===== config.mk =====
export PLATFORM = sky130hd
export DESIGN_NAME = spd_ram
export DESIGN_NICKNAME = d
export VERILOG_FILES = /design/src/spd_ram.sv
export SDC_FILE = /design/constraint.sdc
export NUM_CORES = 1
export LEC_CHECK = 0
export BUFFER_PORTS_ARGS = -buffer_cell sky130_fd_sc_hd__buf_2
export CELL_PAD_IN_SITES_DETAIL_PLACEMENT = 0
export CELL_PAD_IN_SITES_GLOBAL_PLACEMENT = 1
export CORE_MARGIN = 5
export CORE_UTILIZATION = 53
export DETAILED_ROUTE_END_ITERATION = 16
export PLACE_DENSITY_LB_ADDON = 0.1
export SYNTH_ARGS = -nofsm -noshare
export SYNTH_HDL_FRONTEND = slang
export SYNTH_SLANG_ARGS = --single-unit
export TNS_END_PERCENT = 100

===== constraint.sdc =====
create_clock -name i_clk -period 1.92 [get_ports i_clk]
set_input_delay 0.096 -clock i_clk [delete_from_list [all_inputs] [get_ports i_clk]]
set_output_delay 0.096 -clock i_clk [all_outputs]
set_load 0.05 [all_outputs]

===== src/spd_ram.sv =====
// ----------------------------------------------------------------------------
// spd_ram
// Generic single-port-write, single-port-read RAM with registered read data.
// ----------------------------------------------------------------------------
module spd_ram #(
    parameter int WIDTH = 8,
    parameter int DEPTH = 16
) (
    input  logic                     i_clk,
    input  logic                     i_we,
    input  logic [$clog2(DEPTH)-1:0] i_waddr,
    input  logic [WIDTH-1:0]         i_wdata,
    input  logic [$clog2(DEPTH)-1:0] i_raddr,
    output logic [WIDTH-1:0]         o_rdata
);

    logic [WIDTH-1:0] r_mem [DEPTH];
    logic [WIDTH-1:0] r_rdata;

    always_ff @(posedge i_clk) begin
        if (i_we) begin
            r_mem[i_waddr] <= i_wdata;
        end
        r_rdata <= r_mem[i_raddr];
    end

    assign o_rdata = r_rdata;

endmodule


==> flow_summary.toml <==
[run_status]
status = "finished clean"

[layout]
drive_above_1_share_pct = 31.6
instances_no_fill = 437
num_antenna_cells = 0
postLayoutCoreUtil_pct = 64.2
layout_common_cells = "edfxtp_1, buf_2, mux4_2, buf_4"
area_growth_pct = 20.2
layout_commonest_cell = "edfxtp_1"
nets = 309

[run]
cap_violations = 0

[cts]
clock_path_buffers = 2
cts.htree.levels = 4
clock_sinks = 136
cts_tree = "done"
cts_root_buffer = "clkbuf_8"
clk_pin_slew_ns = 0.06
cts_made_buffers = 17
cts.repair.resized = 0
clk_latency_ns = 0.51

[global_route]
grt_overflow = 0
grt_max_degree = 33
antenna_found_initial = 0
grt_pass1_vias = 2547
grt.total_usage_pct = 18.8
grt_pass1_wl_um = 15400

[logic_synthesis]
synthArstFlopShare_pct = 0
syn_area_mm2 = 0.00515
synth_edf_count = 128
yosys_warnings = 0
yosysSeqAreaShare_pct = 77.8
syn_area_per_cell_um2 = 22.5
synth_top_flop_cell = "edfxtp_1"
ys_types = 19
syn-instance-count = 229
ys_ff_latch = 136
syn_nets = 247

[setup_path]
crit_path_max_incr_delay_ns = 0.53
worstPathRequired_ns = 2.32
worstPathCellList = "mux4_1, a22oi_1, nand2_1"
cpMaxStageDelayCell = "mux4_1"
critPathKind = "reg2reg"
path_max_fanout = 1
end_kind = "flop"
crit_path_start_kind = "flop"
crit_arrival_ns = 1.75

[floorplan]
core-area_mm2 = 0.00964
chipHeight_um = 109
die_x_um = 109
start_util_pct = 53.4
ios = 26
die-area_mm2 = 0.0118
rows = 36

[sta]
timing.fmax_mhz = 738
rsz0062_at_grt = "no"
tns_ns = 0
report.final.hold_viol_count = 0
slew_headroom_pct = 71.2
clock_skew_ns = 0.0119
period_minus_slack_ns = 1.36
final-setup-viol-count = 0
period_share_pct = 70.6
tightest_slew_ns = 0.431
maxSlewViolCount = 0

[placed_design]
hpwl_um = 6110
gp_congestion = 0.723
port_buffers = 25
dp_cells = 397

[hold_path]
hp-class = "in2reg"

[drt]
first_pass_iters = 4
num_vias = 2471
final_antenna_net_count = 0
wl_per_cell_um = 22.5
vias_per_cell = 5.65
route.detailed.drc = 0
finalWirelength_um = 9840
drt_iter0_drc = 163

[power_and_ir_drop]
worst_ir_drop_vdd_v = 0.000595
leakage_nw = 2.12
cellPowerDensity_mw_per_mm2 = 1100
worst max-delay path, delay by kind of cell, from the launching register on:
family	cells	cell delay, ns
mux	1	0.53
simple gates	1	0.09
compound gates	1	0.25
flops	1	0.37
timing repair:
action	in CTS	in global routing
buffers inserted	0	0
hold endpoints to repair	128	0
endpoints found under the setup margin	0	0
hold buffers	8	0
cell families (layout without fill, tap and decap cells):
kind of cell | Yosys count | after routing | synth area share (%)
flops | 136 | 136 | 77.8
simple gates | 35 | 35 | 3.18
mux | 32 | 32 | 15.0
compound gates | 16 | 16 | 2.33
buf+inv | 10 | 85 | 1.68
cell usage after synthesis, types with 3 or more instances:
cell type,instances,area (um^2)
a22oi_1,16,120
buf_2,3,15.0
buf_6,3,33.8
clkdlybuf4s25_2,3,30.0
dfxtp_1,8,160
edfxtp_1,128,3840
mux4_1,14,368
mux4_2,18,405
nand2_1,9,33.8
nor2_1,13,48.8
nor3_1,4,20.0
path summary, 6_finish.rpt:
path         slack [ns]          to  depth (start not counted)   startpoint
max                0.56  o_rdata[3]                          3  r_mem[5][3]
min                0.07  o_rdata[5]                          4   i_raddr[2]
max reg2reg        0.56  o_rdata[3]                          3  r_mem[5][3]
min reg2reg        0.68  o_rdata[5]                          3  r_mem[8][5]
metal layers:
metal / track usage (%) / vias to the layer above / share of wire, %
li1: - / 1101 / -
met1: 28.1 / 1301 / 46
met2: 27.4 / 60 / 49
met3: 5.13 / 9 / 4.6
met4: 5.68 / 0 / 0.69
met5: 0 / - / 0
power breakdown:
part / internal (mW) / switching, mW
sequential: 3.32 / 0.0203
combinational: 0.146 / 0.241
clock: 1.87 / 1.23
total: 5.33 / 1.50
layout make-up:
cell class,count,area [um^2]
Timing Repair Buffer,53,380
Sequential cell,136,4000
Tap cell,133,166
Fill cell,714,3450
Clock buffer,17,414
Multi-Input combinational cell,83,1060
Clock inverter,15,164
flip-flops by register name, indices dropped and copies added (netlist names):
register  flops
o_rdata       8
r_mem       128
stage by stage:
step                      worst slack (ns)  hold WS [ns]  instance area (um^2)  total power, mW
after floorplan                      0.331         0.195                  5150             3.63
after global placement               0.352         0.484                  5530             3.78
after detailed placement             0.347         0.493                  5530             3.78
after CTS                            0.554        0.0619                  6190             6.90
after global routing                 0.506         0.134                  6190             7.06
final                                0.565        0.0715                  6190             6.83
No activity file was read; power rests on OpenSTA's default activity.
