===== config.mk =====
export PLATFORM = sky130hd
export DESIGN_NAME = spd_ctrl
export DESIGN_NICKNAME = d
export VERILOG_FILES = /design/src/spd_pkg.sv /design/src/spd_ctrl.sv
export SDC_FILE = /design/constraint.sdc
export NUM_CORES = 1
export LEC_CHECK = 0
export BUFFER_PORTS_ARGS = -buffer_cell sky130_fd_sc_hd__buf_2
export CORE_ASPECT_RATIO = 1.4
export CORE_MARGIN = 2
export CORE_UTILIZATION = 56
export CTS_BUF_LIST = sky130_fd_sc_hd__clkbuf_8
export DETAILED_ROUTE_END_ITERATION = 7
export PLACE_DENSITY = 0.9
export SYNTH_ARGS = -nofsm -noshare
export SYNTH_HDL_FRONTEND = slang
export SYNTH_SLANG_ARGS = --single-unit

===== constraint.sdc =====
create_clock -name i_clk -period 5.35 [get_ports i_clk]
set_clock_uncertainty 0.1 [all_clocks]
set_input_delay 0.535 -clock i_clk [delete_from_list [all_inputs] [get_ports i_clk]]
set_output_delay 0.535 -clock i_clk [all_outputs]
set_load 0.005 [all_outputs]

===== src/spd_pkg.sv =====
// ----------------------------------------------------------------------------
// spd_pkg
// Shared constants for the shortest path distance block: field widths,
// operation codes and parameter defaults.
// ----------------------------------------------------------------------------
package spd_pkg;

    localparam int NODE_BITS      = 6;
    localparam int WEIGHT_IN_BITS = 16;
    localparam int DIST_BITS      = 22;
    localparam int OP_BITS        = 2;

    localparam logic [DIST_BITS-1:0] DIST_MAX = {DIST_BITS{1'b1}};

    localparam logic [OP_BITS-1:0] OP_INSERT = 2'd0;
    localparam logic [OP_BITS-1:0] OP_REMOVE = 2'd1;
    localparam logic [OP_BITS-1:0] OP_QUERY  = 2'd2;

    localparam int DEF_MAX_NODES   = 64;
    localparam int DEF_WEIGHT_BITS = 16;

endpackage


===== src/spd_ctrl.sv =====
// ----------------------------------------------------------------------------
// spd_ctrl
// Sequencer: edge updates, post-reset clearing of the edge store, and the
// array-scan Dijkstra search over the edge and distance memories.
// ----------------------------------------------------------------------------
module spd_ctrl
    import spd_pkg::*;
#(
    parameter int MAX_NODES   = DEF_MAX_NODES,
    parameter int WEIGHT_BITS = DEF_WEIGHT_BITS,
    parameter int NW          = $clog2(MAX_NODES),
    parameter int AW          = $clog2(MAX_NODES * MAX_NODES),
    parameter int DW          = (WEIGHT_BITS > DIST_BITS) ? WEIGHT_BITS : DIST_BITS
) (
    input  logic                      i_clk,
    input  logic                      i_rst_n,
    input  logic                      i_valid,
    output logic                      o_ready,
    input  logic [OP_BITS-1:0]        i_operation,
    input  logic [NODE_BITS-1:0]      i_first_node,
    input  logic [NODE_BITS-1:0]      i_second_node,
    input  logic [WEIGHT_IN_BITS-1:0] i_edge_weight,
    output logic                      o_valid,
    input  logic                      i_ready,
    output logic [DIST_BITS-1:0]      o_path_distance,
    output logic                      o_reachable,
    // edge store
    output logic                      o_e_we,
    output logic [AW-1:0]             o_e_waddr,
    output logic [WEIGHT_BITS:0]      o_e_wdata,
    output logic [AW-1:0]             o_e_raddr,
    input  logic [WEIGHT_BITS:0]      i_e_rdata,
    // distance store: {discovered, settled, distance}
    output logic                      o_d_we,
    output logic [NW-1:0]             o_d_waddr,
    output logic [DW+1:0]             o_d_wdata,
    output logic [NW-1:0]             o_d_raddr,
    input  logic [DW+1:0]             i_d_rdata
);

    localparam int CW = AW + 1;
    localparam int SW = DW + 1;

    localparam logic [2:0] S_CLEAR  = 3'd0;
    localparam logic [2:0] S_IDLE   = 3'd1;
    localparam logic [2:0] S_MIRROR = 3'd2;
    localparam logic [2:0] S_INIT   = 3'd3;
    localparam logic [2:0] S_FIND   = 3'd4;
    localparam logic [2:0] S_SETTLE = 3'd5;
    localparam logic [2:0] S_RELAX  = 3'd6;
    localparam logic [2:0] S_RESULT = 3'd7;

    logic [2:0]             r_state, n_state;
    logic [CW-1:0]          r_cnt, n_cnt;
    logic                   r_pv, n_pv;
    logic [NW-1:0]          r_pidx, n_pidx;
    logic [NW-1:0]          r_a, n_a;
    logic [NW-1:0]          r_b, n_b;
    logic [WEIGHT_BITS:0]   r_ew, n_ew;
    logic [AW-1:0]          r_base, n_base;
    logic                   r_found, n_found;
    logic [NW-1:0]          r_best, n_best;
    logic [DW-1:0]          r_bestd, n_bestd;
    logic [DIST_BITS-1:0]   r_rdist, n_rdist;
    logic                   r_rreach, n_rreach;
    logic                   r_ovld, n_ovld;
    logic [DIST_BITS-1:0]   r_odist, n_odist;
    logic                   r_oreach, n_oreach;

    logic                   a_bad, b_bad;
    logic [NW-1:0]          in_a, in_b;
    logic [WEIGHT_BITS-1:0] in_w;
    logic                   scan_end;
    logic                   d_disc, d_set;
    logic [DW-1:0]          d_dist;
    logic [DW-1:0]          e_len;
    logic [SW-1:0]          sum;
    logic [DW-1:0]          relaxed;

    assign a_bad   = 32'(i_first_node) >= 32'(MAX_NODES);
    assign b_bad   = 32'(i_second_node) >= 32'(MAX_NODES);
    assign in_a    = NW'(i_first_node);
    assign in_b    = NW'(i_second_node);
    assign in_w    = WEIGHT_BITS'(i_edge_weight);
    assign scan_end = (r_cnt == CW'(MAX_NODES)) && !r_pv;

    assign d_disc  = i_d_rdata[DW+1];
    assign d_set   = i_d_rdata[DW];
    assign d_dist  = i_d_rdata[DW-1:0];
    assign e_len   = DW'(i_e_rdata[WEIGHT_BITS-1:0]);
    assign sum     = SW'(r_bestd) + SW'(e_len);
    assign relaxed = (sum > SW'(DIST_MAX)) ? DW'(DIST_MAX) : sum[DW-1:0];

    always_comb begin
        n_state  = r_state;
        n_cnt    = r_cnt;
        n_pv     = 1'b0;
        n_pidx   = r_cnt[NW-1:0];
        n_a      = r_a;
        n_b      = r_b;
        n_ew     = r_ew;
        n_base   = r_base;
        n_found  = r_found;
        n_best   = r_best;
        n_bestd  = r_bestd;
        n_rdist  = r_rdist;
        n_rreach = r_rreach;
        n_ovld   = r_ovld && !i_ready;
        n_odist  = r_odist;
        n_oreach = r_oreach;

        o_e_we    = 1'b0;
        o_e_waddr = r_cnt[AW-1:0];
        o_e_wdata = '0;
        o_e_raddr = r_base + AW'(r_cnt[NW-1:0]);
        o_d_we    = 1'b0;
        o_d_waddr = r_pidx;
        o_d_wdata = '0;
        o_d_raddr = r_cnt[NW-1:0];

        case (r_state)
            S_CLEAR: begin
                o_e_we = 1'b1;
                n_cnt  = r_cnt + CW'(1);
                if (r_cnt == CW'(MAX_NODES * MAX_NODES - 1)) begin
                    n_state = S_IDLE;
                end
            end
            S_IDLE: begin
                if (i_valid) begin
                    n_a     = in_a;
                    n_b     = in_b;
                    n_cnt   = '0;
                    n_found = 1'b0;
                    if (i_operation == OP_QUERY) begin
                        n_base = AW'(AW'(in_a) * AW'(MAX_NODES));
                        if (a_bad || b_bad) begin
                            n_rdist  = '0;
                            n_rreach = 1'b0;
                            n_state  = S_RESULT;
                        end else if (in_a == in_b) begin
                            n_rdist  = '0;
                            n_rreach = 1'b1;
                            n_state  = S_RESULT;
                        end else begin
                            n_state = S_INIT;
                        end
                    end else if ((i_operation == OP_INSERT || i_operation == OP_REMOVE)
                                 && !a_bad && !b_bad) begin
                        n_ew      = {i_operation == OP_INSERT, in_w};
                        o_e_we    = 1'b1;
                        o_e_waddr = AW'(AW'(in_a) * AW'(MAX_NODES)) + AW'(in_b);
                        o_e_wdata = {i_operation == OP_INSERT, in_w};
                        n_state   = S_MIRROR;
                    end
                end
            end
            S_MIRROR: begin
                o_e_we    = 1'b1;
                o_e_waddr = AW'(AW'(r_b) * AW'(MAX_NODES)) + AW'(r_a);
                o_e_wdata = r_ew;
                n_state   = S_IDLE;
            end
            S_INIT: begin
                if (r_cnt != CW'(MAX_NODES)) begin
                    n_pv  = 1'b1;
                    n_cnt = r_cnt + CW'(1);
                end
                if (r_pv) begin
                    o_d_we    = 1'b1;
                    o_d_wdata = {i_e_rdata[WEIGHT_BITS] && (r_pidx != r_a),
                                 r_pidx == r_a, e_len};
                end
                if (scan_end) begin
                    n_cnt   = '0;
                    n_found = 1'b0;
                    n_state = S_FIND;
                end
            end
            S_FIND: begin
                if (r_cnt != CW'(MAX_NODES)) begin
                    n_pv  = 1'b1;
                    n_cnt = r_cnt + CW'(1);
                end
                if (r_pv && d_disc && !d_set && (!r_found || d_dist < r_bestd)) begin
                    n_found = 1'b1;
                    n_best  = r_pidx;
                    n_bestd = d_dist;
                end
                if (scan_end) begin
                    if (r_found) begin
                        n_state = S_SETTLE;
                    end else begin
                        n_rdist  = '0;
                        n_rreach = 1'b0;
                        n_state  = S_RESULT;
                    end
                end
            end
            S_SETTLE: begin
                o_d_we    = 1'b1;
                o_d_waddr = r_best;
                o_d_wdata = {1'b1, 1'b1, r_bestd};
                n_cnt     = '0;
                n_base    = AW'(AW'(r_best) * AW'(MAX_NODES));
                if (r_best == r_b) begin
                    n_rdist  = r_bestd[DIST_BITS-1:0];
                    n_rreach = 1'b1;
                    n_state  = S_RESULT;
                end else begin
                    n_state = S_RELAX;
                end
            end
            S_RELAX: begin
                if (r_cnt != CW'(MAX_NODES)) begin
                    n_pv  = 1'b1;
                    n_cnt = r_cnt + CW'(1);
                end
                if (r_pv && i_e_rdata[WEIGHT_BITS] && !d_set
                    && (!d_disc || relaxed < d_dist)) begin
                    o_d_we    = 1'b1;
                    o_d_wdata = {1'b1, 1'b0, relaxed};
                end
                if (scan_end) begin
                    n_cnt   = '0;
                    n_found = 1'b0;
                    n_state = S_FIND;
                end
            end
            S_RESULT: begin
                if (!r_ovld || i_ready) begin
                    n_ovld   = 1'b1;
                    n_odist  = r_rdist;
                    n_oreach = r_rreach;
                    n_state  = S_IDLE;
                end
            end
            default: begin
                n_state = S_IDLE;
            end
        endcase
    end

    always_ff @(posedge i_clk) begin
        if (!i_rst_n) begin
            r_state <= S_CLEAR;
            r_cnt   <= '0;
            r_pv    <= 1'b0;
            r_found <= 1'b0;
            r_ovld  <= 1'b0;
        end else begin
            r_state <= n_state;
            r_cnt   <= n_cnt;
            r_pv    <= n_pv;
            r_found <= n_found;
            r_ovld  <= n_ovld;
        end
        r_pidx   <= n_pidx;
        r_a      <= n_a;
        r_b      <= n_b;
        r_ew     <= n_ew;
        r_base   <= n_base;
        r_best   <= n_best;
        r_bestd  <= n_bestd;
        r_rdist  <= n_rdist;
        r_rreach <= n_rreach;
        r_odist  <= n_odist;
        r_oreach <= n_oreach;
    end

    assign o_ready         = (r_state == S_IDLE);
    assign o_valid         = r_ovld;
    assign o_path_distance = r_odist;
    assign o_reachable     = r_oreach;

endmodule


==> results of run 1 <==
routing by layer:
layer	GRT usage, %	routed length [um]	vias to the layer above
met5	0	0	-
met4	14.5	955	0
met3	6.89	1850	82
met2	53.8	11600	418
met1	30.5	7600	3240
li1	-	-	3171
path summary, 6_finish.rpt:
| path | slack (ns) | end | startpoint |
|---|---|---|---|
| worst min register to register | 0.32 | o_reachable | r_rreach |
| worst min-delay path | 0.15 | r_ew[7] | i_edge_weight[7] |
| worst max-delay path | -0.11 | o_d_wdata[21] | r_bestd[0] |
| worst max register to register | 2.15 | r_bestd[2] | r_bestd[15] |
kinds of logic after synthesis:
group	synth area share (%)
simple gates	14.4
buf+inv	5.36
xor+xnor	4.49
fa+ha+maj	9.88
compound gates	16.9
flops	48.4
mux	0.529
synth_stat cells (all sizes together), types with 12 or more instances:
master | n | area share, %
ha | 60 | 9.6
a21oi | 36 | 2.3
a22o | 16 | 1.8
a21o | 22 | 2.1
a221o | 16 | 2.1
nor3 | 12 | 0.83
edfxtp | 109 | 42
nand4 | 12 | 0.96
nand3 | 19 | 1.2
o21ai | 23 | 1.6
xnor2 | 22 | 2.5
nand2 | 98 | 4.8
buf | 18 | 1.7
dfxtp | 25 | 6.4
nor2 | 62 | 3.0
inv | 56 | 2.7
xor2 | 18 | 2.0
clkbuf | 19 | 0.91
a22oi | 14 | 1.3
power by group through the flow:
stage | clock, mW | sequential [mW] | combinational (mW)
global route | 0.974 | 1.13 | 0.252
finish | 0.927 | 1.13 | 0.232
floorplan | 0 | 1.15 | 0.119
detailed placement | 0 | 1.15 | 0.212
global placement | 0 | 1.15 | 0.204
CTS | 0.928 | 1.13 | 0.219
timing repair:
| action | 4_1_cts | 5_1_grt |
|---|---|---|
| setup buffers | 4 | 5 |
| endpoints found under the hold margin | 0 | 0 |
| resized for setup | 12 | 26 |
| gates cloned | 0 | 0 |
| pin swaps | 10 | 21 |
| endpoints found under the setup margin | 24 | 24 |
cell type report:
type	instances	area, um2
diodes	1	2.50
multi-input cells	531	3780
clock inverters	15	196
clock buffers	17	234
well taps	185	231
inverters	56	210
repair buffers	216	1220
flip-flops and latches	134	3770
fillers	981	4130
cells in the final DEF (no fill, tap or decap), drive strengths merged, types with 14 or more instances in the layout:
master  instances
nor2           62
dfxtp          25
a22oi          14
edfxtp        109
a21oi          36
a21o           22
nand3          19
a22o           16
o21ai          23
clkbuf         17
nand2          98
inv            68
ha             60
a221o          16
xor2           18
xnor2          22
buf           216
per-stage QoR:
step           worst slack (ns)  cells
2_1_floorplan             0.465    758
3_3_place_gp            0.00373   1113
3_5_place_dp             -0.145   1113
4_1_cts                 -0.0195   1149
5_1_grt                  -0.340   1154
6_report                 -0.106   1155
flip-flops by register name (all words and copies together) (netlist names), 3 cells and up:
register	flops
r_best	6
r_a	6
o_path_distance	22
r_cnt	13
r_pidx	6
r_rdist	22
r_state	3
r_bestd	22
r_ew	17
r_b	6
r_base	6
==> qor.csv, run 1 <==
stage,metric,value,unit
worst_setup_path,path_cells,ha_4 > fa_2 > a21o_1 > a31oi_4 > nor2_4 > a221oi_2 > buf_4 > a21oi_1 > a21oi_1 > ha_1 > nand4_1 > o21bai_1 > o21ba_2 > o31ai_2 > and4_4 > nand2_1 > a2111oi_2 > buf_2,
worst_setup_path,r2r_cells,8,
power,p_switching,0.617,mW
power,total_power,2.29,mW
synthesis,syn_area,7800,um2
worst_setup_path,start_kind,register,
placement,gp_congestion,0.942,
worst_setup_path,end_kind,primary output,
timing,grt_setup_unrepaired,true,
drt,ant_nets,0,
timing,hold_violations,0,
clock_network,insertion_delay,0.47,ns
synthesis,syn-num-nets,894,
die,die_h,144,um
worst_setup_path,path_depth,18,
power,p_int,1.67,mW
run_status,status,"finished, violations left",
clock_network,path_clk_slew,0.10,ns
worst_setup_path,slowest_delay,0.44,ns
timing,setup_viol,21,
cells_and_area,drive_above_1_share,29.8,%
die,start_util,56.6,%
global_routing,grt_pass1_wl,33300,um
timing,slew_headroom,24.3,%
job,drv_cap,0,
power,clockPowerShare,40.5,%
global_routing,first_global_vias,6785,
worst_setup_path,cpMaxStageDelayCell,edfxtp_1,
worst_setup_path,crit_type,reg2out,
min_path,hold_depth,1,
synthesis,synth_seq_cells,134,
clock_network,clock_path_buffers,2,
power,power_frac_seq,49.3,%
synthesis,async_flop_share,0,%
global_routing,grt_usage,28.8,%
synthesis,syn_avg_cell_area,10.3,um2
synthesis,synth_edf_count,109,
synthesis,synthDistinctLibCells,64,
drt,routed_via_density,5.98,
synthesis,ys_seq_area_share,48.4,%
run_status,failed_checks,setup timing,
cells_and_area,nets,1092,
die,row_count,51,
drt,drt_iter0_drc,443,
timing,slew_viol_final,0,
worst_setup_path,cp_num_buf_inv,2,
power,irDropWorstVdd,0.173,mV
clock_network,htree_levels,4,
clock_network,cts_tree,done,
global_routing,grt-ovfl-total,0,
cells_and_area,post-route-cell-area,9650,um2
die,coreArea,13800,um2
placement,dp_hpwl,15900,um
drt,drc_errors,0,
cells_and_area,final_util,70.0,%
clock_network,root_buffer,clkbuf_8,
min_path,min_path_type,in2reg,
synthesis,syn_inst,758,
power,p_sw_share,27.0,%
worst_setup_path,cp.required,4.72,ns
placement,port_buffers,178,
clock_network,cts_hold_buffers,0,
power,p_leak,4.32,nW
power,p_comb_share,10.1,%
global_routing,antenna_found_initial,1,
drt,wl_per_cell,19.0,um
clock_network,tritoncts.num_buffers,17,
worst_setup_path,arrival,4.82,ns
drt,routed_wl,22000,um
cells_and_area,area_growth,23.7,%
timing,postLayoutSetupSlackWorst,-0.106,ns
timing,tightest_slew,1.14,ns
timing,fin_setup_tns,-1.27,ns
timing,whs,0.148,ns
worst_setup_path,critical_path.most_common_cell,a21oi_1,
clock_network,cts_sinks,134,
drt,via_count,6911,
global_routing,grt_max_degree,47,
drt,firstDrtPassIters,7,
timing,fmax,183,MHz
synthesis,synthFlopType,edfxtp_1,
placement,place_area,8970,um2
timing,finalCritPeriodShare,102,%
die,dieArea,14900,um2
worst_setup_path,worst-path-max-fanout,4,
timing,min_period,5.46,ns
synthesis,yosys_warnings,0,
die,die_w,104,um
worst_setup_path,crit_family,compound AO/OA/AOI/OAI gates,
die,ioPinCount,179,
power,power_density,237,nW/um2
(Power assumes the default switching activity.)
==> inputs of run 2 (changes only) <==
- CELL_PAD_IN_SITES_DETAIL_PLACEMENT: not set -> 1
- CELL_PAD_IN_SITES_GLOBAL_PLACEMENT: not set -> 1
- CORE_UTILIZATION: 56 -> 43
- PLACE_DENSITY: 0.9 -> not set
- PLACE_DENSITY_LB_ADDON: not set -> 0.12
==> run 2 against run 1 <==
  * Sequential share of layout area shrank 1.1 points
  * Global-route usage shrank 2.4 points
  * Power shrank 0.82%
  * Combinational power grew 12%
  * First-iteration DRC count shrank 16%
  * The run still ends with setup timing left
  * Sequential cell count is the same
  * Clock power shrank 5.1%
  * Register-to-register slack gained 0.06 ns
  * Cell count grew 6.3%
  * Highest routed layer unchanged
  * Largest cell class unchanged
  * Sequential power is essentially flat
==> qor.csv, run 2 (synthesis results as in run 1) <==
stage,metric,value,unit
cells_and_area,nets,1110,
worst_setup_path,ff2ff_setup_slack,2.21,ns
worst_setup_path,start_kind,register,
cells_and_area,mostFrequentLayoutCells,"buf_2 (176), edfxtp_1 (109), nand2_1 (91), nor2_1 (58), inv_1 (56)",
timing,grt_setup_unrepaired,true,
power,p_sw_share,29.4,%
power,power_density,228,nW/um2
clock_network,insertion_delay,0.47,ns
global_routing,first_global_vias,7478,
die,row_count,58,
timing,fin_setup_tns,-2.94,ns
global_routing,grt_usage,26.4,%
timing,setup_viol,22,
worst_setup_path,r2r_cells,6,
drt,drc_errors,0,
cells_and_area,final_util,55.6,%
cells_and_area,area_growth,27.3,%
power,p_comb_share,11.5,%
die,die_w,118,um
power,p_leak,4.40,nW
job,drv_cap,0,
global_routing,grt_pass1_wl,39300,um
placement,place_area,9180,um2
worst_setup_path,crit_end,o_d_wdata[15],
die,die_h,163,um
global_routing,grt_max_degree,47,
power,total_power,2.27,mW
clock_network,cts_tree,done,
timing,hold_violations,0,
worst_setup_path,reg2reg_to,r_best[3],
power,power_frac_seq,49.7,%
cells_and_area,final_common_cell,buf_2,
drt,via_count,6802,
cells_and_area,post-route-cell-area,9930,um2
clock_network,root_buffer,clkbuf_8,
cells_and_area,drive_above_1_share,32.5,%
power,clockPowerShare,38.8,%
clock_network,cts_hold_buffers,0,
die,dieArea,19300,um2
worst_setup_path,crit_type,reg2out,
global_routing,antenna_found_initial,3,
timing,whs,0.140,ns
worst_setup_path,rr_startpoint,r_state[2],
worst_setup_path,worst-path-max-fanout,17,
placement,dp_hpwl,18700,um
clock_network,cts_sinks,134,
worst_setup_path,cp.required,4.72,ns
die,start_util,43.7,%
worst_setup_path,arrival,4.88,ns
power,p_int,1.60,mW
placement,gp_congestion,0.911,
drt,wl_per_cell,20.6,um
power,p_switching,0.666,mW
timing,tightest_slew,0.971,ns
timing,slew_headroom,35.1,%
run_status,failed_checks,setup timing,
clock_network,tritoncts.num_buffers,17,
cells_and_area,stdcell_count,1228,
run_status,status,"finished, violations left",
clock_network,path_clk_slew,0.10,ns
die,ioPinCount,179,
global_routing,grt-ovfl-total,0,
drt,firstDrtPassIters,4,
clock_network,clock_path_buffers,2,
placement,place_inst,1185,
drt,ant_nets,0,
timing,fmax,181,MHz
worst_setup_path,slowest_delay,0.45,ns
worst_setup_path,cpMaxStageDelayCell,edfxtp_1,
drt,routed_wl,25300,um
drt,drt_iter0_drc,374,
timing,postLayoutSetupSlackWorst,-0.168,ns
drt,routed_via_density,5.54,
worst_setup_path,end_kind,primary output,
placement,dp_slack,-0.295,ns
timing,min_period,5.52,ns
min_path,min_path_type,in2reg,
timing,finalCritPeriodShare,103,%
clock_network,htree_levels,4,
worst_setup_path,path_cells,ha_4 > fa_2 > a21o_1 > a31oi_4 > nor2_4 > a221o_1 > o211ai_1 > mux2_4 > ha_4 > nand4_1 > nor3_2 > buf_4 > o211ai_1 > a211o_1 > and2_4 > a221o_1 > buf_2,
timing,slew_viol_final,0,
placement,port_buffers,178,
die,coreArea,17900,um2
worst_setup_path,critPathLaunch,r_bestd[0],
power,irDropWorstVdd,0.235,mV
[run 2: metal layers]
metal	vias up	share of wire, %	global-route usage [%]
met4	0	3.5	12.3
met3	56	4.0	4.78
li1	3204	-	-
met2	191	55	50.7
met5	-	0	0
met1	3351	37	27.7
[run 2: worst max-delay path, delay by kind of cell, from the launching register on]
family / cells / cell delay [ns]
adder cells (fa/ha/maj): 3 / 0.81
flip-flops: 1 / 0.45
AND/OR/NAND/NOR: 4 / 0.69
multiplexers: 1 / 0.34
buffers and inverters: 2 / 0.29
AO/OA/AOI/OAI: 7 / 1.81
[run 2: repair_timing]
action | in CTS | in global routing
setup buffers | 9 | 4
setup endpoints to repair | 24 | 24
gates resized for setup | 39 | 13
pin swaps | 19 | 12
gates cloned | 0 | 0
[run 2: how the worst min path moves through the flow]
stage                      startpoint                   to  slack, ns  cells past startpoint
floorplan                    r_cnt[3]            r_pidx[3]       0.26                      0
global placement          r_rdist[13]  o_path_distance[13]       0.30                      0
detailed placement           r_rreach          o_reachable       0.31                      0
CTS                 i_edge_weight[14]             r_ew[14]       0.12                      1
global route         i_edge_weight[0]              r_ew[0]       0.12                      1
finish              i_edge_weight[14]             r_ew[14]       0.14                      1
[run 2: power by group through the flow]
stage / Sequential [mW] / Combinational (mW) / Clock, mW
3_5_place_dp: 1.15 / 0.229 / 0
2_1_floorplan: 1.15 / 0.119 / 0
3_3_place_gp: 1.15 / 0.221 / 0
6_report: 1.13 / 0.260 / 0.880
4_1_cts: 1.13 / 0.250 / 0.893
5_1_grt: 1.13 / 0.285 / 0.930
[run 2: area by class of cell]
type,instances,area [um2]
clock buffer,17,234
tap,240,300
multi-input combinational,531,3880
timing repair buffer,234,1350
sequential,134,3770
antenna,1,2.50
inverter,56,210
fill,2078,7920
clock inverter,15,176
